--- config.mk ---
export PLATFORM = sky130hd
export DESIGN_NAME = retransmit_timer_scheduler_flat
export DESIGN_NICKNAME = d
export VERILOG_FILES = /design/src/rtl/rts_pkg.sv /design/src/rtl/rts_if.sv /design/src/rtl/rts_ram.sv /design/src/rtl/rts_front.sv /design/src/rtl/rts_queue.sv /design/src/rtl/rts_back.sv /design/src/rtl/retransmit_timer_scheduler.sv /design/src/flat_wrapper.sv
export SDC_FILE = /design/constraint.sdc
export NUM_CORES = 1
export LEC_CHECK = 0
export CORE_ASPECT_RATIO = 0.9
export CORE_MARGIN = 2
export CORE_UTILIZATION = 60
export DETAILED_ROUTE_END_ITERATION = 16
export DONT_BUFFER_PORTS = 1
export GPL_ROUTABILITY_DRIVEN = 0
export GPL_TIMING_DRIVEN = 0
export PLACE_DENSITY_LB_ADDON = 0.05
export SYNTH_ARGS = -nofsm -noshare
export SYNTH_HDL_FRONTEND = slang
export SYNTH_HIERARCHICAL = 1
export SYNTH_SLANG_ARGS = --single-unit
export TNS_END_PERCENT = 100
--- constraint.sdc ---
create_clock -name clock -period 13.4 [get_ports clock]
set_clock_uncertainty 0.2 [all_clocks]
set_input_delay 2.68 -clock clock [delete_from_list [all_inputs] [get_ports clock]]
set_output_delay 2.68 -clock clock [all_outputs]
set_load 0.1 [all_outputs]
--- src/rtl/rts_pkg.sv ---
// Package of the retransmit timer scheduler: item codes, queue entry,
// result and configuration types, default parameter values. No dependencies.
`default_nettype none

package rts_pkg;

   localparam int DEF_SEQ_SLOTS = 32;
   localparam int DEF_TICK_BITS = 16;

   // Width used when slot numbers are widened or compared against the slot count
   localparam int IDX_CALC_W = 7;

   localparam logic [7:0] DEF_TIMEOUT_TICKS  = 8'd3;
   localparam logic [7:0] DEF_MAX_IDLE_TICKS = 8'd10;
   localparam logic [7:0] IDLE_SAT           = 8'hFF;

   // Request mode codes as they arrive on the input channel
   localparam logic [1:0] MODE_SEND = 2'd0;
   localparam logic [1:0] MODE_ACK  = 2'd1;
   localparam logic [1:0] MODE_TICK = 2'd2;

   // Configuration register indexes
   localparam logic CSR_TIMEOUT  = 1'b0;
   localparam logic CSR_MAX_IDLE = 1'b1;

   typedef enum logic [1:0] {
      OP_SEND = 2'd0,
      OP_ACK  = 2'd1,
      OP_TICK = 2'd2
   } op_type;

   typedef enum logic [1:0] {
      KIND_TX     = 2'd0,
      KIND_RETX   = 2'd1,
      KIND_STATUS = 2'd2
   } kind_type;

   typedef struct packed {
      op_type     op;
      logic [4:0] seq;
      logic       last_seg;
   } req_item_type;

   typedef struct packed {
      kind_type   kind;
      logic [4:0] packet_seq;
      logic       end_of_message;
      logic       timer_stop;
      logic       last;
   } rsp_item_type;

   typedef struct packed {
      logic [7:0] timeout_ticks;
      logic [7:0] max_idle_ticks;
   } cfg_type;

endpackage

`default_nettype wire

--- src/rtl/rts_if.sv ---
// Channel interfaces of the retransmit timer scheduler: request and result.
// Valid/ready handshake; no dependencies.
`default_nettype none

interface rts_req_if;
   logic       valid;
   logic       ready;
   logic [1:0] mode;
   logic [4:0] ack_seq;
   logic       ack_ok;
   logic       last_segment;

   modport source (output valid, output mode, output ack_seq, output ack_ok,
                   output last_segment, input ready);
   modport sink   (input valid, input mode, input ack_seq, input ack_ok,
                   input last_segment, output ready);
endinterface

interface rts_rsp_if;
   logic       valid;
   logic       ready;
   logic [1:0] kind;
   logic [4:0] packet_seq;
   logic       end_of_message;
   logic       timer_stop;
   logic       last;

   modport source (output valid, output kind, output packet_seq,
                   output end_of_message, output timer_stop, output last,
                   input ready);
   modport sink   (input valid, input kind, input packet_seq,
                   input end_of_message, input timer_stop, input last,
                   output ready);
endinterface

`default_nettype wire

--- src/rtl/rts_ram.sv ---
// Generic single-write, single-read RAM with registered read data.
// No dependencies.
`default_nettype none

module rts_ram #(
   parameter int WIDTH = 16,
   parameter int DEPTH = 32
) (
   input  wire logic                     clock,
   input  wire logic                     wr_en,
   input  wire logic [$clog2(DEPTH)-1:0] wr_addr,
   input  wire logic [WIDTH-1:0]         wr_data,
   input  wire logic [$clog2(DEPTH)-1:0] rd_addr,
   output      logic [WIDTH-1:0]         rd_data
);

   logic [WIDTH-1:0] mem_ff [DEPTH];
   logic [WIDTH-1:0] rd_data_ff;

   always_ff @(posedge clock) begin
      if (wr_en) begin
         mem_ff[wr_addr] <= wr_data;
      end
      rd_data_ff <= mem_ff[rd_addr];
   end

   assign rd_data = rd_data_ff;

endmodule

`default_nettype wire

--- src/rtl/rts_front.sv ---
// Front end: takes requests, classifies them and drops those with no effect.
// Depends on rts_pkg and rts_req_if.
`default_nettype none

module rts_front #(
   parameter int SEQ_SLOTS = rts_pkg::DEF_SEQ_SLOTS
) (
   rts_req_if.sink              req_ch,
   output logic                 push_valid,
   output rts_pkg::req_item_type push_item,
   input  wire logic            push_ready
);
   import rts_pkg::*;

   logic [IDX_CALC_W-1:0] seq_wide;
   logic                  keep;

   assign seq_wide = IDX_CALC_W'(req_ch.ack_seq);

   always_comb begin
      push_item.seq      = req_ch.ack_seq;
      push_item.last_seg = req_ch.last_segment;
      push_item.op       = OP_SEND;
      keep               = 1'b0;
      unique case (req_ch.mode)
         MODE_SEND: begin
            push_item.op = OP_SEND;
            keep         = 1'b1;
         end
         MODE_ACK: begin
            // drop failed acks and slots outside the table
            push_item.op = OP_ACK;
            keep         = req_ch.ack_ok && (seq_wide < IDX_CALC_W'(SEQ_SLOTS));
         end
         MODE_TICK: begin
            push_item.op = OP_TICK;
            keep         = 1'b1;
         end
         default: begin
            keep = 1'b0;
         end
      endcase
   end

   assign req_ch.ready = push_ready;
   assign push_valid   = req_ch.valid && keep;

endmodule

`default_nettype wire

--- src/rtl/rts_queue.sv ---
// Two-entry queue of classified requests between front and back end.
// Depends on rts_pkg.
`default_nettype none

module rts_queue (
   input  wire logic                  clock,
   input  wire logic                  reset,
   input  wire logic                  push_valid,
   input  wire rts_pkg::req_item_type push_item,
   output logic                       push_ready,
   output logic                       pop_valid,
   output rts_pkg::req_item_type      pop_item,
   input  wire logic                  pop_ready
);
   import rts_pkg::*;

   req_item_type entry_ff [2];
   logic         wr_ptr_ff;
   logic         rd_ptr_ff;
   logic [1:0]   count_ff;
   logic         do_push;
   logic         do_pop;

   assign push_ready = (count_ff != 2'd2);
   assign pop_valid  = (count_ff != 2'd0);
   assign pop_item   = entry_ff[rd_ptr_ff];
   assign do_push    = push_valid && push_ready;
   assign do_pop     = pop_valid && pop_ready;

   always_ff @(posedge clock) begin
      if (reset) begin
         wr_ptr_ff <= 1'b0;
         rd_ptr_ff <= 1'b0;
         count_ff  <= 2'd0;
      end else begin
         if (do_push) begin
            entry_ff[wr_ptr_ff] <= push_item;
            wr_ptr_ff           <= ~wr_ptr_ff;
         end
         if (do_pop) begin
            rd_ptr_ff <= ~rd_ptr_ff;
         end
         if (do_push && !do_pop) begin
            count_ff <= count_ff + 2'd1;
         end else if (do_pop && !do_push) begin
            count_ff <= count_ff - 2'd1;
         end
      end
   end

endmodule

`default_nettype wire

--- src/rtl/rts_back.sv ---
// Back end: slot table, tick timer, scan sequencer and result register.
// Depends on rts_pkg, rts_rsp_if and rts_ram.
`default_nettype none

module rts_back #(
   parameter int SEQ_SLOTS = rts_pkg::DEF_SEQ_SLOTS,
   parameter int TICK_BITS = rts_pkg::DEF_TICK_BITS
) (
   input  wire logic                  clock,
   input  wire logic                  reset,
   input  wire rts_pkg::cfg_type      cfg,
   input  wire logic                  q_valid,
   input  wire rts_pkg::req_item_type q_item,
   output logic                       q_ready,
   rts_rsp_if.source                  rsp_ch
);
   import rts_pkg::*;

   localparam int SLOT_W = $clog2(SEQ_SLOTS);

   typedef enum logic [2:0] {
      ST_IDLE,
      ST_SEND,
      ST_SCAN_RD,
      ST_SCAN_CHK,
      ST_STATUS
   } state_type;

   state_type              state_ff;
   req_item_type           item_ff;
   rsp_item_type           out_item_ff;
   logic                   out_vld_ff;
   logic [SLOT_W-1:0]      next_seq_ff;
   logic [TICK_BITS-1:0]   now_ff;
   logic [7:0]             idle_ff;
   logic                   running_ff;
   logic                   sent_ff;
   logic [SEQ_SLOTS-1:0]   used_ff;
   logic [SEQ_SLOTS-1:0]   acked_ff;
   logic [SLOT_W-1:0]      scan_idx_ff;
   logic                   remaining_ff;
   logic                   scan_ff;

   logic                   out_free;
   logic [TICK_BITS-1:0]   stamp;
   logic [TICK_BITS-1:0]   age;
   logic                   pend;
   logic                   hit;
   logic                   scan_end;
   logic [7:0]             idle_new;
   logic                   stop_now;
   logic [IDX_CALC_W-1:0]  ack_wide;
   logic [SLOT_W-1:0]      ack_idx;
   logic [IDX_CALC_W-1:0]  tx_wide;
   logic [IDX_CALC_W-1:0]  retx_wide;
   logic [SLOT_W-1:0]      next_seq_inc;
   logic                   ram_we;

   assign out_free = !out_vld_ff || rsp_ch.ready;
   assign q_ready  = (state_ff == ST_IDLE);

   assign ack_wide  = IDX_CALC_W'(q_item.seq);
   assign ack_idx   = ack_wide[SLOT_W-1:0];
   assign tx_wide   = IDX_CALC_W'(next_seq_ff);
   assign retx_wide = IDX_CALC_W'(scan_idx_ff);

   assign next_seq_inc = (next_seq_ff == SLOT_W'(SEQ_SLOTS - 1)) ? '0
                                                                  : next_seq_ff + SLOT_W'(1);

   assign ram_we = (state_ff == ST_SEND) && out_free;

   rts_ram #(
      .WIDTH (TICK_BITS),
      .DEPTH (SEQ_SLOTS)
   ) u_stamp_ram (
      .clock   (clock),
      .wr_en   (ram_we),
      .wr_addr (next_seq_ff),
      .wr_data (now_ff),
      .rd_addr (scan_idx_ff),
      .rd_data (stamp)
   );

   // age wraps with the tick counter
   assign age      = now_ff - stamp;
   assign pend     = used_ff[scan_idx_ff] && !acked_ff[scan_idx_ff];
   assign hit      = pend && (age >= TICK_BITS'(cfg.timeout_ticks));
   assign scan_end = (scan_idx_ff == SLOT_W'(SEQ_SLOTS - 1));

   assign idle_new = (remaining_ff || sent_ff) ? 8'd0 :
                     (idle_ff == IDLE_SAT)     ? idle_ff : idle_ff + 8'd1;
   assign stop_now = (idle_new >= cfg.max_idle_ticks);

   always_ff @(posedge clock) begin
      if (reset) begin
         state_ff     <= ST_IDLE;
         out_vld_ff   <= 1'b0;
         next_seq_ff  <= '0;
         now_ff       <= '0;
         idle_ff      <= 8'd0;
         running_ff   <= 1'b0;
         sent_ff      <= 1'b0;
         used_ff      <= '0;
         acked_ff     <= '0;
         scan_idx_ff  <= '0;
         remaining_ff <= 1'b0;
         scan_ff      <= 1'b0;
      end else begin
         if (rsp_ch.ready) begin
            out_vld_ff <= 1'b0;
         end
         unique case (state_ff)
            ST_IDLE: begin
               if (q_valid) begin
                  unique case (q_item.op)
                     OP_SEND: begin
                        item_ff  <= q_item;
                        state_ff <= ST_SEND;
                     end
                     OP_ACK: begin
                        acked_ff[ack_idx] <= 1'b1;
                     end
                     OP_TICK: begin
                        now_ff       <= now_ff + TICK_BITS'(1);
                        scan_ff      <= running_ff;
                        scan_idx_ff  <= '0;
                        remaining_ff <= 1'b0;
                        state_ff     <= running_ff ? ST_SCAN_RD : ST_STATUS;
                     end
                     default: begin
                        state_ff <= ST_IDLE;
                     end
                  endcase
               end
            end
            ST_SEND: begin
               if (out_free) begin
                  out_vld_ff                 <= 1'b1;
                  out_item_ff.kind           <= KIND_TX;
                  out_item_ff.packet_seq     <= tx_wide[4:0];
                  out_item_ff.end_of_message <= item_ff.last_seg;
                  out_item_ff.timer_stop     <= 1'b0;
                  out_item_ff.last           <= 1'b1;
                  used_ff[next_seq_ff]       <= 1'b1;
                  acked_ff[next_seq_ff]      <= 1'b0;
                  next_seq_ff                <= next_seq_inc;
                  running_ff                 <= 1'b1;
                  sent_ff                    <= 1'b1;
                  state_ff                   <= ST_IDLE;
               end
            end
            ST_SCAN_RD: begin
               // stamp read in flight
               state_ff <= ST_SCAN_CHK;
            end
            ST_SCAN_CHK: begin
               if (!hit || out_free) begin
                  if (hit) begin
                     out_vld_ff                 <= 1'b1;
                     out_item_ff.kind           <= KIND_RETX;
                     out_item_ff.packet_seq     <= retx_wide[4:0];
                     out_item_ff.end_of_message <= 1'b0;
                     out_item_ff.timer_stop     <= 1'b0;
                     out_item_ff.last           <= 1'b0;
                  end
                  if (pend) begin
                     remaining_ff <= 1'b1;
                  end
                  if (scan_end) begin
                     state_ff <= ST_STATUS;
                  end else begin
                     scan_idx_ff <= scan_idx_ff + SLOT_W'(1);
                     state_ff    <= ST_SCAN_RD;
                  end
               end
            end
            ST_STATUS: begin
               if (out_free) begin
                  out_vld_ff                 <= 1'b1;
                  out_item_ff.kind           <= KIND_STATUS;
                  out_item_ff.packet_seq     <= 5'd0;
                  out_item_ff.end_of_message <= 1'b0;
                  out_item_ff.timer_stop     <= scan_ff ? stop_now : 1'b1;
                  out_item_ff.last           <= 1'b1;
                  if (scan_ff) begin
                     idle_ff <= idle_new;
                     sent_ff <= 1'b0;
                     if (stop_now) begin
                        running_ff <= 1'b0;
                     end
                  end
                  state_ff <= ST_IDLE;
               end
            end
            default: begin
               state_ff <= ST_IDLE;
            end
         endcase
      end
   end

   assign rsp_ch.valid          = out_vld_ff;
   assign rsp_ch.kind           = out_item_ff.kind;
   assign rsp_ch.packet_seq     = out_item_ff.packet_seq;
   assign rsp_ch.end_of_message = out_item_ff.end_of_message;
   assign rsp_ch.timer_stop     = out_item_ff.timer_stop;
   assign rsp_ch.last           = out_item_ff.last;

   a_scan_idx_range: assert property (@(posedge clock) disable iff (reset)
      scan_idx_ff <= SLOT_W'(SEQ_SLOTS - 1))
      else $error("scan index beyond slot table");

   a_next_seq_range: assert property (@(posedge clock) disable iff (reset)
      next_seq_ff <= SLOT_W'(SEQ_SLOTS - 1))
      else $error("next sequence beyond slot table");

   a_send_starts_timer: assert property (@(posedge clock) disable iff (reset)
      ram_we |=> running_ff && used_ff[$past(next_seq_ff)])
      else $error("send did not mark slot used and start timer");

   a_no_overwrite: assert property (@(posedge clock) disable iff (reset)
      (out_vld_ff && !rsp_ch.ready) |=> $stable(out_item_ff))
      else $error("pending result overwritten");

   a_scan_only_running: assert property (@(posedge clock) disable iff (reset)
      (state_ff == ST_SCAN_CHK) |-> (running_ff && scan_ff))
      else $error("slot scan while timer stopped");

endmodule

`default_nettype wire

--- src/rtl/retransmit_timer_scheduler.sv ---
// Top level of the retransmit timer scheduler: configuration registers and
// the front end, request queue and back end. Depends on rts_pkg, rts_if, rts_front, rts_queue and rts_back.
//
//   channel  dir  handshake            carries
//   req_ch   in   valid/ready          mode, ack_seq, ack_ok, last_segment
//   rsp_ch   out  valid/ready          kind, packet_seq, end_of_message,
//                                      timer_stop, last
//   csr_*    in   csr_we, no wait      csr_index, csr_wdata
//
// Back end: a send passes ST_SEND, an ack is done in ST_IDLE, a tick with
// the timer stopped goes to ST_STATUS; with it running, ST_SCAN_RD reads each
// slot's stamp from the stamp RAM and ST_SCAN_CHK checks it, then ST_STATUS.
// A two-entry queue lets requests be taken while the back end works.
// Reset (synchronous) clears all slot flags at once; no clearing pass.
// A stalled result holds the back end; requests keep coming in until the
// queue is full.
`default_nettype none

module retransmit_timer_scheduler #(
   parameter int SEQ_SLOTS = rts_pkg::DEF_SEQ_SLOTS,
   parameter int TICK_BITS = rts_pkg::DEF_TICK_BITS
) (
   input  wire logic       clock,
   input  wire logic       reset,
   rts_req_if.sink         req_ch,
   rts_rsp_if.source       rsp_ch,
   input  wire logic       csr_we,
   input  wire logic       csr_index,
   input  wire logic [7:0] csr_wdata
);
   import rts_pkg::*;

   cfg_type      cfg_ff;
   logic         push_valid;
   req_item_type push_item;
   logic         push_ready;
   logic         pop_valid;
   req_item_type pop_item;
   logic         pop_ready;

   always_ff @(posedge clock) begin
      if (reset) begin
         cfg_ff.timeout_ticks  <= DEF_TIMEOUT_TICKS;
         cfg_ff.max_idle_ticks <= DEF_MAX_IDLE_TICKS;
      end else if (csr_we) begin
         unique case (csr_index)
            CSR_TIMEOUT:  cfg_ff.timeout_ticks  <= csr_wdata;
            CSR_MAX_IDLE: cfg_ff.max_idle_ticks <= csr_wdata;
            default:      cfg_ff <= cfg_ff;
         endcase
      end
   end

   rts_front #(
      .SEQ_SLOTS (SEQ_SLOTS)
   ) u_front (
      .req_ch     (req_ch),
      .push_valid (push_valid),
      .push_item  (push_item),
      .push_ready (push_ready)
   );

   rts_queue u_queue (
      .clock      (clock),
      .reset      (reset),
      .push_valid (push_valid),
      .push_item  (push_item),
      .push_ready (push_ready),
      .pop_valid  (pop_valid),
      .pop_item   (pop_item),
      .pop_ready  (pop_ready)
   );

   rts_back #(
      .SEQ_SLOTS (SEQ_SLOTS),
      .TICK_BITS (TICK_BITS)
   ) u_back (
      .clock   (clock),
      .reset   (reset),
      .cfg     (cfg_ff),
      .q_valid (pop_valid),
      .q_item  (pop_item),
      .q_ready (pop_ready),
      .rsp_ch  (rsp_ch)
   );

endmodule

`default_nettype wire

--- src/flat_wrapper.sv ---
// flat-port wrapper written by rule: the top's interface ports become plain ports
module retransmit_timer_scheduler_flat import rts_pkg::*;
#(
   parameter int SEQ_SLOTS = rts_pkg::DEF_SEQ_SLOTS,
   parameter int TICK_BITS = rts_pkg::DEF_TICK_BITS
)
  (clock, reset, csr_we, csr_index, csr_wdata, req_ch_valid, req_ch_mode, req_ch_ack_seq, req_ch_ack_ok, req_ch_last_segment, req_ch_ready, rsp_ch_valid, rsp_ch_kind, rsp_ch_packet_seq, rsp_ch_end_of_message, rsp_ch_timer_stop, rsp_ch_last, rsp_ch_ready);
  rts_req_if req_ch_i ();
  rts_rsp_if rsp_ch_i ();
  input  wire logic clock;
  input  wire logic reset;
  input  wire logic csr_we;
  input  wire logic csr_index;
  input  wire logic [7:0] csr_wdata;
  input wire logic [$bits(req_ch_i.valid)-1:0] req_ch_valid;
  input wire logic [$bits(req_ch_i.mode)-1:0] req_ch_mode;
  input wire logic [$bits(req_ch_i.ack_seq)-1:0] req_ch_ack_seq;
  input wire logic [$bits(req_ch_i.ack_ok)-1:0] req_ch_ack_ok;
  input wire logic [$bits(req_ch_i.last_segment)-1:0] req_ch_last_segment;
  output wire logic [$bits(req_ch_i.ready)-1:0] req_ch_ready;
  output wire logic [$bits(rsp_ch_i.valid)-1:0] rsp_ch_valid;
  output wire logic [$bits(rsp_ch_i.kind)-1:0] rsp_ch_kind;
  output wire logic [$bits(rsp_ch_i.packet_seq)-1:0] rsp_ch_packet_seq;
  output wire logic [$bits(rsp_ch_i.end_of_message)-1:0] rsp_ch_end_of_message;
  output wire logic [$bits(rsp_ch_i.timer_stop)-1:0] rsp_ch_timer_stop;
  output wire logic [$bits(rsp_ch_i.last)-1:0] rsp_ch_last;
  input wire logic [$bits(rsp_ch_i.ready)-1:0] rsp_ch_ready;
  assign req_ch_i.valid = req_ch_valid;
  assign req_ch_i.mode = req_ch_mode;
  assign req_ch_i.ack_seq = req_ch_ack_seq;
  assign req_ch_i.ack_ok = req_ch_ack_ok;
  assign req_ch_i.last_segment = req_ch_last_segment;
  assign req_ch_ready = req_ch_i.ready;
  assign rsp_ch_valid = rsp_ch_i.valid;
  assign rsp_ch_kind = rsp_ch_i.kind;
  assign rsp_ch_packet_seq = rsp_ch_i.packet_seq;
  assign rsp_ch_end_of_message = rsp_ch_i.end_of_message;
  assign rsp_ch_timer_stop = rsp_ch_i.timer_stop;
  assign rsp_ch_last = rsp_ch_i.last;
  assign rsp_ch_i.ready = rsp_ch_ready;
  retransmit_timer_scheduler #(.SEQ_SLOTS(SEQ_SLOTS), .TICK_BITS(TICK_BITS)) u_core (.clock(clock), .reset(reset), .req_ch(req_ch_i), .rsp_ch(rsp_ch_i), .csr_we(csr_we), .csr_index(csr_index), .csr_wdata(csr_wdata));
endmodule
* After elaboration in Yosys (flattened, before gate mapping)
Memories as Yosys holds them, arrays and structs flattened. A register that Yosys moved wholly into a read port is not among the register bits.
Cells that the tools add are included.
** Storage, ports and cells
- Word-level logic and storage cells :: 178
- Memory bits (writable) :: 528
- Memories kept :: 2
- Register bits after elaboration :: 137
** Memories
- u_core.u_back.u_stamp_ram.mem_ff :: words 32, bits a word 16, read ports 1, clocked after memory_dff 1, wr ports 1, RTL line rts_ram.sv:17 : logic [WIDTH-1:0] mem_ff [DEPTH];
- u_core.u_queue.entry_ff :: words 2, bits a word 8, read ports 1, clocked after memory_dff 1, wr ports 1, RTL line rts_queue.sv:17 : req_item_type entry_ff [2];
** Operators by class
- Multiplexer cells :: 62
- Magnitude comparators :: 8
- Reduce and logical (&&, ||, !) cells :: 43
- Eq/ne operators :: 25
- Bitwise gates (word level) :: 8
- $add $sub $neg :: 7
** Operators by type and width (count)
- 32-bit two-way mux :: 3
- 32-bit bitwise OR :: 2
- 32-bit case mux with 2 select lines :: 1
- 10-bit two-way mux :: 4
- 32-bit AND :: 1
- 32-bit NOT :: 1
- 10-bit case mux with 3 select lines :: 1
- 1-bit two-way mux :: 26
- 2-bit != test, second input constant :: 13
- 5-bit two-way mux :: 5
- 5-bit by 6-bit < comparator with 1-bit output, second input constant :: 4
- 16-bit by 1-bit adder with 16-bit output, second input constant :: 1
- 16-bit by 8-bit >= comparator with 1-bit output :: 1
- 8-bit two-way mux :: 2
- 4-bit AND reduction :: 4
- 16-bit subtractor :: 1
- 3-bit two-way mux :: 5
- 5-bit AND reduction :: 3
- 3-bit case mux with 4 select lines :: 1
- 1-bit logical AND :: 11
- 5-bit by 1-bit adder with 5-bit output, second input constant :: 2
- 1-bit binary-select mux with 5-bit select :: 2
- 1-bit demux with 5-bit select :: 2
- 5-bit equality test, second input constant :: 2
- other kinds (28) :: 55

* Longest topological paths before layout
Gate-level depths: netlist (run 1).
- Word-level depth :: 9
- Mapped depth :: 16
- Mapped depth without buffers :: 16

* Hierarchy
Netlist (run 1), hierarchy kept.
** Modules (own cells, without submodules)
- rts_ram :: instances 1, cells each 1143, area each 20534.7 um2
- rts_back :: instances 1, cells each 808, area each 6617.6 um2
- rts_queue :: instances 1, cells each 52, area each 803.3 um2
- retransmit_timer_scheduler :: instances 1, cells each 66, area each 681.9 um2
- rts_front :: instances 1, cells each 11, area each 81.3 um2

* Worst setup path after synthesis (run 1)
No wires, ideal clock.
- Kind :: input -> register
- From :: input port rsp_ch_ready
- To :: memory u_core.u_back.u_stamp_ram.mem_ff[12][0] (enable)
- Data required time :: 12.812 ns
- Arrival :: 5.020 ns
- Stages :: 8
- Slack :: 7.792 ns
- Setup time :: 0.388 ns
- Cells stage by stage :: and2b_2 buf_4 or3_1 clkbuf_1 inv_2 or3b_2 clkbuf_1 nor2_1
** Between the ends
- Word-level cells in the longest chain between the ends :: 4
** RTL lines
- start, declared :: RTL line flat_wrapper.sv:27 : input wire logic [$bits(rsp_ch_i.ready)-1:0] rsp_ch_ready;
- 1-bit logical OR :: RTL line rts_back.sv:59 : assign out_free = !out_vld_ff || rsp_ch.ready;
- 1-bit logical AND :: RTL line rts_back.sv:70 : assign ram_we = (state_ff == ST_SEND) && out_free;
- named net u_core.u_back.ram_we :: RTL line rts_back.sv:57 : logic ram_we;
- 1-bit two-way mux :: RTL line rts_ram.sv:21 : if (wr_en) begin
- 1-bit two-way mux (implied by the code) :: RTL line rts_ram.sv:22 : mem_ff[wr_addr] <= wr_data;
- end, declared :: RTL line rts_ram.sv:17
The timed path passes the listed nets, and every way through them passes these cells.

* Worst setup path after layout (run 1)
- From :: input port rsp_ch_ready
- To :: memory u_core.u_back.u_stamp_ram.mem_ff[24][1] (enable)
The elaborated chain is that of the path after synthesis.

==> flow_summary.yaml, run 1 <==
run_status:
  status: "finished clean"
sta:
  finalMaxSlewViolations: 0
  min_period_ns: 5.66
  post-route-period-util: 0.423
  finalSetupViolCount: 0
  final-hold-violation-count: 0
  totalNegativeSetupSlack_ns: 0
  tightest_slew_ns: 1.33
  relSlewSlack: 0.109
  rsz0062_at_grt: "no"
  fmax_ghz: 0.177
clocking:
  cts-root-buf: "clkbuf_16"
  cts_num_sinks: 682
  cts_setup_buffers: 0
  cts_tree: "done"
  postCtsHoldBufs: 0
  htreeDepth: 3
  clock_path_buffers: 3
  cts_resized: 0
  clkSlewWorstSetupHoldPaths_ns: 0.06
  cts_buffers: 69
  worstSkewPairLatency_ns: 0.61
finish:
  syn_to_final_growth_pct: 11.5
  drive_gt1_frac: 0.122
  final_nets: 2228
  fin_cells: 2842
placed_design:
  dp_hpwl_um: 45500
  place_inst: 2715
  port_buffers: 0
setup_path:
  reg2reg_slack_ns: 8.42
  crit_fanout: 16
  cp.required_ns: 13.42
  endpoint_kind: "register"
  critPathKind: "primary input to register"
  ff2ff_path_depth: 15
  r2r_end: "u_core/u_back/rsp_ch.kind[1]"
  start_kind: "primary input"
  cp.arrival_ns: 5.68
  reg2reg_from: "u_core/u_back/now_ff[4]"
pwr:
  vdd_ir_drop_max_uv: 99.0
  p_leak_nw: 10.5
  p_per_area_nw_per_um2: 145
  totalPowerFinal_mw: 4.63
floorplanning:
  die_x_um: 235
  row_count: 76
  die_h_um: 212
  ios: 35
  start_util: 0.604
  coreArea_um2: 47500
  die_area_um2: 49600
synth:
  synth_flop_cell: "edfxtp_1"
  yosysSeqAreaShare: 0.663
  async_flop_share: 0
  avgSynthCellArea_um2: 13.8
  ys_types: 78
  netlist_area_um2: 28700
  yosysWarningCount: 6
  synth_edf_count: 539
  ys_ff_latch: 682
  synth_nets: 2145
  synthCells: 2080
min_path:
  hp-start: "u_core/u_back/used_ff[4]"
  holdPathEnd: "u_core/u_back/used_ff[4]"
  hp-class: "register to register"
  holdPathStages: 2
routing:
  drt-total-wl_um: 70200
  drcViolationCount: 0
  vias: 17800
  drt_iter0_markers: 1778
  viasPerCell: 6.26
  wl_per_cell_um: 24.7
  final_antenna_net_count: 0
  drt_pass1_iterations: 6
grt:
  grt_pass1_vias: 17100
  grt_max_degree: 39
  grt_overflow: 0
  antenna_found_initial: 2
  grt_pass1_wl_um: 105000
  grt.total_usage: 0.283
flow_run:
  drv_cap: 0
-- critical path, cell delays in order --
cell and delay [ns]:
and2b_2 0.18, buf_4 0.18, or3_1 0.37, clkbuf_1 0.21
inv_2 0.26, or3b_2 0.46, clkbuf_1 0.42, nor2_2 0.90
-- metal layers --
| metal | vias up | share of wire | track usage |
|---|---|---|---|
| li1 | 8000 | - | - |
| met1 | 9003 | 0.44 | 0.414 |
| met2 | 663 | 0.46 | 0.443 |
| met3 | 113 | 0.074 | 0.0497 |
| met4 | 0 | 0.021 | 0.0757 |
| met5 | - | 0 | 0 |
-- placed cells by master (no fill, tap or decap), types with 41 or more instances in the layout --
master,n
nand2_1,124
a21oi_1,108
ha_1,41
dfxtp_1,128
a22oi_1,95
inv_1,55
clkbuf_16,72
clkbuf_1,62
edfxtp_1,539
nand3_1,49
nor2_1,125
mux2i_1,281
-- power by group --
group / switching, mW / leakage (nW) / internal [mW]
registers: 0.0721 / 6.16 / 2.31
clock network: 0.782 / 1.11 / 1.14
logic: 0.213 / 3.29 / 0.112
total: 1.07 / 10.5 / 3.56
-- synth_stat cells (10+ instances only) --
| master | instances | area share |
|---|---|---|
| edfxtp_1 | 539 | 0.56 |
| dfxtp_1 | 143 | 0.10 |
| nand2_1 | 124 | 0.016 |
| xnor2_1 | 11 | 0.0034 |
| a22oi_1 | 95 | 0.025 |
| a21o_1 | 10 | 0.0026 |
| nand3_1 | 49 | 0.0085 |
| and3_1 | 10 | 0.0022 |
| or3_1 | 10 | 0.0022 |
| nand3b_1 | 13 | 0.0034 |
| nand4_1 | 27 | 0.0059 |
| ha_1 | 41 | 0.018 |
| nor3b_1 | 12 | 0.0031 |
| a22o_1 | 37 | 0.011 |
| inv_1 | 55 | 0.0072 |
| nor2b_1 | 10 | 0.0022 |
| nand2b_1 | 37 | 0.0081 |
| buf_2 | 26 | 0.0045 |
| clkbuf_1 | 46 | 0.0060 |
| a31oi_1 | 22 | 0.0048 |
| nor2_1 | 153 | 0.020 |
| o21ai_0 | 14 | 0.0024 |
| mux2i_1 | 281 | 0.098 |
| a21oi_1 | 108 | 0.019 |
| buf_4 | 28 | 0.0073 |
| nor3_1 | 30 | 0.0052 |
| xor2_1 | 20 | 0.0061 |
-- state kept, by name, indices dropped and copies added (netlist names), 5 cells and up, named ones only --
| signal | cells |
|---|---|
| u_core/u_back/used_ff | 32 |
| u_core/u_back/u_stamp_ram/rd_data | 16 |
| u_core/u_back/acked_ff | 32 |
| u_core/u_back/now_ff | 16 |
| u_core/u_back/rsp_ch.packet_seq | 5 |
| u_core/u_back/scan_idx_ff | 5 |
| u_core/u_back/u_stamp_ram/mem_ff | 512 |
| u_core/u_back/idle_ff | 8 |
| u_core/cfg_ff | 16 |
| u_core/u_back/next_seq_ff | 5 |
| u_core/u_queue/entry_ff | 16 |
-- stage by stage --
step	utilization	setup WS (ns)	instance area (µm²)	hold slack, ns
4_1_cts	0.672	7.44	32000	0.254
2_1_floorplan	-	7.79	28700	0.227
5_1_grt	0.673	7.62	32000	0.279
3_3_place_gp	0.620	6.72	29500	0.236
3_5_place_dp	0.625	6.82	29700	0.243
6_report	0.674	7.74	32000	0.254
-- kinds of logic (layout without fill, tap and decap cells) --
group                      after synthesis  in the layout  synth area share
DFF                                    682            682             0.663
and+or+nand+nor                        517            517            0.0886
AOI/OAI and AO/OA                      336            336            0.0804
xor gates and xnor gates                31             31           0.00945
other                                    0              1                 0
adders and majority gates               42             42            0.0186
buffers and inverters                  179            316            0.0364
muxes                                  293            293             0.103
-- cell type report --
cell class,count,area (µm²)
antenna,1,2.50
timing repair buffer,12,146
tap,624,781
sequential,682,19100
clock buffer,95,1950
inverter,56,210
multi-input combinational,1219,8710
clock inverter,30,320
buffer,123,836
fill,3333,15500
-- worst max path at each step --
stage | start | end | cells past startpoint
3_5_place_dp | rsp_ch_ready | u_core/u_back/u_stamp_ram/mem_ff[12][11] | 8
2_1_floorplan | rsp_ch_ready | u_core/u_back/u_stamp_ram/mem_ff[12][0] | 8
4_1_cts | rsp_ch_ready | u_core/u_back/u_stamp_ram/mem_ff[12][1] | 8
6_report | rsp_ch_ready | u_core/u_back/u_stamp_ram/mem_ff[24][1] | 8
5_1_grt | rsp_ch_ready | u_core/u_back/u_stamp_ram/mem_ff[0][4] | 8
3_3_place_gp | rsp_ch_ready | u_core/u_back/u_stamp_ram/mem_ff[20][4] | 8
No activity file was read; power rests on OpenSTA's default activity.
==> run 2: changes to the inputs <==
--- a/config.mk
+++ b/config.mk
@@ -5,9 +5,10 @@
 export SDC_FILE = /design/constraint.sdc
 export NUM_CORES = 1
 export LEC_CHECK = 0
+export ABC_AREA = 1
 export CORE_ASPECT_RATIO = 0.9
 export CORE_MARGIN = 2
-export CORE_UTILIZATION = 60
+export CORE_UTILIZATION = 58
 export DETAILED_ROUTE_END_ITERATION = 16
 export DONT_BUFFER_PORTS = 1
 export GPL_ROUTABILITY_DRIVEN = 0
==> constraint.sdc (replaced) <==
create_clock -name clock -period 5 [get_ports clock]
set_clock_uncertainty 0.2 [all_clocks]
set_input_delay 1 -clock clock [delete_from_list [all_inputs] [get_ports clock]]
set_output_delay 1 -clock clock [all_outputs]
set_load 0.1 [all_outputs]
==> flow_summary.yaml, run 2 <==
clocking:
  postCtsHoldBufs: 0
  htreeDepth: 3
  cts_resized: 0
  cts_setup_buffers: 0
  clock_path_buffers: 3
  worstSkewPairLatency_ns: 0.62
  cts_tree: "done"
  cts_num_sinks: 682
  cts-root-buf: "clkbuf_16"
  cts_buffers: 71
  clkSlewWorstSetupHoldPaths_ns: 0.05
pwr:
  p_switching_mw: 6.06
  p_leak_nw: 13.1
  clkPwrFrac: 0.307
  internal-power_mw: 11.0
  pwr-share-seq: 0.387
  vdd_ir_drop_max_uv: 373
  p_sw_frac: 0.356
  combPwrFrac: 0.306
  p_per_area_nw_per_um2: 504
sta:
  post-route-period-util: 0.898
  final-hold-violation-count: 0
  relSlewSlack: 0.176
  hold-worst-slack_ns: 0.244
  tightest_slew_ns: 1.23
  finalMaxSlewViolations: 0
  fmax_ghz: 0.223
  rsz0062_at_grt: "no"
  finalSetupViolCount: 0
  min_period_ns: 4.49
setup_path:
  cp.arrival_ns: 4.52
  crit_fanout: 39
  critPathKind: "register to register"
  endpoint_kind: "register"
  cp.required_ns: 5.03
  start_kind: "register"
floorplanning:
  die_area_um2: 53600
  row_count: 79
  die_h_um: 220
  coreArea_um2: 51400
  ios: 35
  start_util: 0.584
  die_x_um: 244
finish:
  syn_to_final_growth_pct: 12.7
  final_util: 0.658
  largest_reg_flops: 512
  regMostFlops: "u_core/u_back/u_stamp_ram/mem_ff"
  reg.largest.list: "u_core/u_back/u_stamp_ram/mem_ff x512, u_core/u_back/acked_ff x32, u_core/u_back/used_ff x32"
  fin_cells: 3873
  mostFrequentLayoutCells: "961 x nand2_1, 539 x edfxtp_1, 465 x nand3_1, 206 x inv_1, 158 x nor2_1"
  fillCellCount: 4070
  mostFrequentLayoutCell: "nand2_1"
  antenna-diode-count: 0
  drive_gt1_frac: 0.104
  final_nets: 3196
grt:
  grt_overflow: 0
  grt.total_usage: 0.318
  grt_pass1_wl_um: 127000
  antenna_found_initial: 1
  grt_pass1_vias: 20900
  grt_max_degree: 40
synth:
  synth_edf_count: 539
  yosysTopAreaCellShare: 0.539
  ys_types: 48
  async_flop_share: 0
  synth_most_common_cell: "nand2_1"
  synthTopCellsByArea: "edfxtp_1 54%, nand2_1 12%, dfxtp_1 9.5%"
  ys_ff_latch: 682
  synthTopCellsByCount: "961 x nand2_1, 539 x edfxtp_1, 465 x nand3_1"
  synth_nets: 3091
  yosysSeqAreaShare: 0.635
  synthCells: 3026
  yosysWarningCount: 6
  synth_flop_cell: "edfxtp_1"
  post-synth-top-area-cell: "edfxtp_1"
  netlist_area_um2: 30000
  avgSynthCellArea_um2: 9.91
placed_design:
  port_buffers: 0
  dp_hpwl_um: 57100
  place_inst: 3746
run_status:
  status: "finished clean"
flow_run:
  drv_cap: 0
routing:
  drt_pass1_iterations: 6
  wl_per_cell_um: 21.8
  viasPerCell: 5.87
  final_antenna_net_count: 0
  vias: 22700
  drcViolationCount: 0
  drt-total-wl_um: 84400
  drt_iter0_markers: 2642
min_path:
  hp-class: "register to register"
==> run 2: cell type report <==
cell class	count	area (µm²)	area share
Buffer	146	957	0.0283
Clock buffer	96	2010	0.0593
Clock inverter	31	293	0.00866
Inverter	219	831	0.0246
Multi-Input combinational cell	1979	9260	0.274
Sequential cell	682	19100	0.564
Tap cell	688	861	0.0254
Timing Repair Buffer	32	548	0.0162
==> run 2: final timing paths <==
| kind | slack [ns] | startpoint | cells after the start | endpoint |
|---|---|---|---|---|
| max | 0.51 | u_core/u_back/now_ff[6] | 17 | u_core/u_back/rsp_ch.last |
| min | 0.24 | u_core/u_back/remaining_ff | 2 | u_core/u_back/remaining_ff |
| max reg2reg | 0.51 | u_core/u_back/now_ff[6] | 17 | u_core/u_back/rsp_ch.last |
| min reg2reg | 0.24 | u_core/u_back/remaining_ff | 2 | u_core/u_back/remaining_ff |
==> run 2: worst max-delay path, cell delays in order (launching register included) <==
cell,delay (ns)
dfxtp_2,1.00
ha_1,0.43
nand2_1,0.08
nand2_1,0.08
a21oi_1,0.12
nand2_1,0.13
xor2_1,0.17
ha_1,0.29
a21oi_1,0.14
nand2_1,0.07
nor2_1,0.09
nand3_1,0.08
nor2_1,0.08
nand2_1,0.17
nand3_1,0.16
buf_4,0.18
nand2_1,0.10
a211oi_4,0.54
==> run 2: power groups by stage <==
stage	combinational [mW]	sequential, mW	clock [mW]
floorplan	3.49	6.65	0
finish	5.21	6.59	5.23
detailed placement	5.06	6.71	0
global placement	4.92	6.73	0
CTS	5.08	6.59	5.30
global route	5.70	6.61	5.53
==> run 2: metal layers <==
layer	up-vias	GRT usage	wire length (µm)
met1	10900	0.477	35900
li1	10500	-	-
met5	-	0	0
met2	1211	0.467	36700
met4	0	0.0937	2170
met3	148	0.0688	9680
==> run 2: cell families after synthesis <==
group,synth area share
buffers and inverters,0.0596
DFF,0.635
adders and majority gates,0.0178
and+or+nand+nor,0.242
muxes,0.00363
xor gates and xnor gates,0.00321
AOI/OAI and AO/OA,0.0387
==> run 2: through the flow <==
| stage | cell area, µm² | total power, mW | setup TNS [ns] | worst slack [ns] |
|---|---|---|---|---|
| floorplan | 30000 | 10.1 | 0 | 0.718 |
| global placement | 30900 | 11.6 | -9.84 | -0.985 |
| detailed placement | 31500 | 11.8 | 0 | 0.113 |
| CTS | 33800 | 17.0 | 0 | 0.0992 |
| global route | 33800 | 17.8 | 0 | 0.150 |
| finish | 33800 | 17.0 | 0 | 0.511 |
==> run 3: changes to the inputs <==
--- a/config.mk
+++ b/config.mk
@@ -9,11 +9,13 @@
 export CORE_ASPECT_RATIO = 0.9
 export CORE_MARGIN = 2
 export CORE_UTILIZATION = 58
+export CTS_BUF_LIST = sky130_fd_sc_hd__clkbuf_16
 export DETAILED_ROUTE_END_ITERATION = 16
 export DONT_BUFFER_PORTS = 1
 export GPL_ROUTABILITY_DRIVEN = 0
 export GPL_TIMING_DRIVEN = 0
 export PLACE_DENSITY_LB_ADDON = 0.05
+export SLEW_MARGIN = 25
 export SYNTH_ARGS = -nofsm -noshare
 export SYNTH_HDL_FRONTEND = slang
 export SYNTH_HIERARCHICAL = 1
==> flow_summary.yaml, run 3 (synthesis results as in run 2) <==
run_status:
  status: "finished clean"
sta:
  fmax_ghz: 0.229
  final-hold-violation-count: 0
  relSlewSlack: 0.348
  hold-worst-slack_ns: 0.248
  min_period_ns: 4.36
  finalMaxSlewViolations: 0
  post-route-period-util: 0.872
  rsz0062_at_grt: "no"
  tightest_slew_ns: 0.977
  finalSetupViolCount: 0
setup_path:
  critPathKind: "register to register"
  path_buf_inv: 4
  slowest_stage: "dfxtp_2"
  cp.required_ns: 5.11
  crit_chain: "buf_16 -> ha_1 -> nand2_1 -> inv_1 -> a21oi_1 -> nand2_1 -> xor2_1 -> ha_1 -> a21oi_1 -> nand2_1 -> nor2_1 -> nand3_1 -> nor2_1 -> nand2_1 -> nand3_1 -> buf_4 -> nand2_1 -> a211oi_2 -> buf_4"
  endpoint_kind: "register"
  crit_fanout: 19
  cp.arrival_ns: 4.47
  critPathTopFamily: "simple AND/OR/NAND/NOR gates"
  crit_top_cell: "nand2_1"
  critPathMaxStageDelay_ns: 0.66
  start_kind: "register"
grt:
  grt_pass1_vias: 21000
  grt_util_met3: 0.0728
  grt.total_usage: 0.319
  grt_pass1_wl_um: 127000
  grt_use_met1: 0.474
  grt_max_degree: 35
  use_met2: 0.472
  grt-busiest-layer: "met1"
  grt_overflow: 0
  antenna_found_initial: 1
clocking:
  worstSkewPairLatency_ns: 0.61
  clkSlewWorstSetupHoldPaths_ns: 0.06
  cts_num_sinks: 682
  cts_resized: 0
  htreeDepth: 3
  clock_path_buffers: 3
  cts_setup_buffers: 0
  cts-root-buf: "clkbuf_16"
  postCtsHoldBufs: 0
  cts_buffers: 70
  cts_tree: "done"
floorplanning:
  die_h_um: 220
  start_util: 0.584
  row_count: 79
  die_area_um2: 53600
  die_x_um: 244
  coreArea_um2: 51400
  ios: 35
routing:
  drt_iter0_markers: 2762
  drcViolationCount: 0
  final_antenna_net_count: 0
  drt_pass1_iterations: 6
  vias: 22700
  drt-total-wl_um: 84500
  viasPerCell: 5.86
  wl_per_cell_um: 21.8
finish:
  final_nets: 3211
  fin_cells: 3881
  largest_reg_flops: 512
  drive_gt1_frac: 0.107
  regMostFlops: "u_core/u_back/u_stamp_ram/mem_ff"
  syn_to_final_growth_pct: 12.8
  antenna-diode-count: 0
  mostFrequentLayoutCell: "nand2_1"
  mostFrequentLayoutCells: "961 x nand2_1, 539 x edfxtp_1, 465 x nand3_1, 217 x inv_1, 158 x nor2_1"
  reg.largest.list: "u_core/u_back/u_stamp_ram/mem_ff x512, u_core/u_back/acked_ff x32, u_core/u_back/used_ff x32"
  fillCellCount: 4044
min_path:
  hp-class: "register to register"
placed_design:
  dp_hpwl_um: 59700
  place_inst: 3762
  port_buffers: 0
flow_run:
  drv_cap: 0
pwr:
  vdd_ir_drop_max_uv: 472
  p_leak_nw: 13.1
  p_per_area_nw_per_um2: 495
[run 3: power by group]
group	internal (mW)	switching [mW]	leakage [nW]
combinational	1.58	3.65	5.86
clock	2.82	2.10	1.08
sequential	6.33	0.261	6.20
[run 3: worst paths after layout]
kind,startpoint,to,slack [ns],cells after the start
worst max-delay path,u_core/u_back/now_ff[5],u_core/u_back/rsp_ch.last,0.64,19
worst min-delay path,u_core/u_back/remaining_ff,u_core/u_back/remaining_ff,0.25,2
worst max register to register,u_core/u_back/now_ff[5],u_core/u_back/rsp_ch.last,0.64,19
worst min register to register,u_core/u_back/remaining_ff,u_core/u_back/remaining_ff,0.25,2
[run 3: worst min-delay path, delay by kind of cell, from the launching register on]
| kind | cells | cell delay [ns] |
|---|---|---|
| compound gates | 1 | 0.05 |
| buf+inv | 1 | 0.05 |
| flops | 1 | 0.31 |
[run 3: routing by layer]
layer / up-vias / part of all wire
li1: 10500 / -
met1: 10800 / 0.42
met2: 1252 / 0.43
met3: 162 / 0.12
met4: 0 / 0.026
met5: - / 0
[run 3: layout make-up]
class                   instances  area [µm²]  share of cell area
well taps                     688         861              0.0254
inverters                     219         831              0.0246
plain buffers                 146         957              0.0283
clock inverters                48         343              0.0101
flip-flops and latches        682       19100               0.564
repair buffers                 48         739              0.0219
multi-input cells            1979        9260               0.274
clock buffers                  71        1780              0.0525
[run 3: through the flow]
step                      setup TNS, ns  worst slack (ns)  area [µm²]  total power [mW]   util
final                                 0             0.638       33800              16.7  0.658
after global routing                  0             0.307       33800              17.5  0.658
after CTS                             0             0.640       33800              16.7  0.658
after detailed placement              0             0.643       31700              11.8  0.617
after global placement            -9.84            -0.985       30900              11.6  0.600
after floorplan                       0             0.718       30000              10.1      -
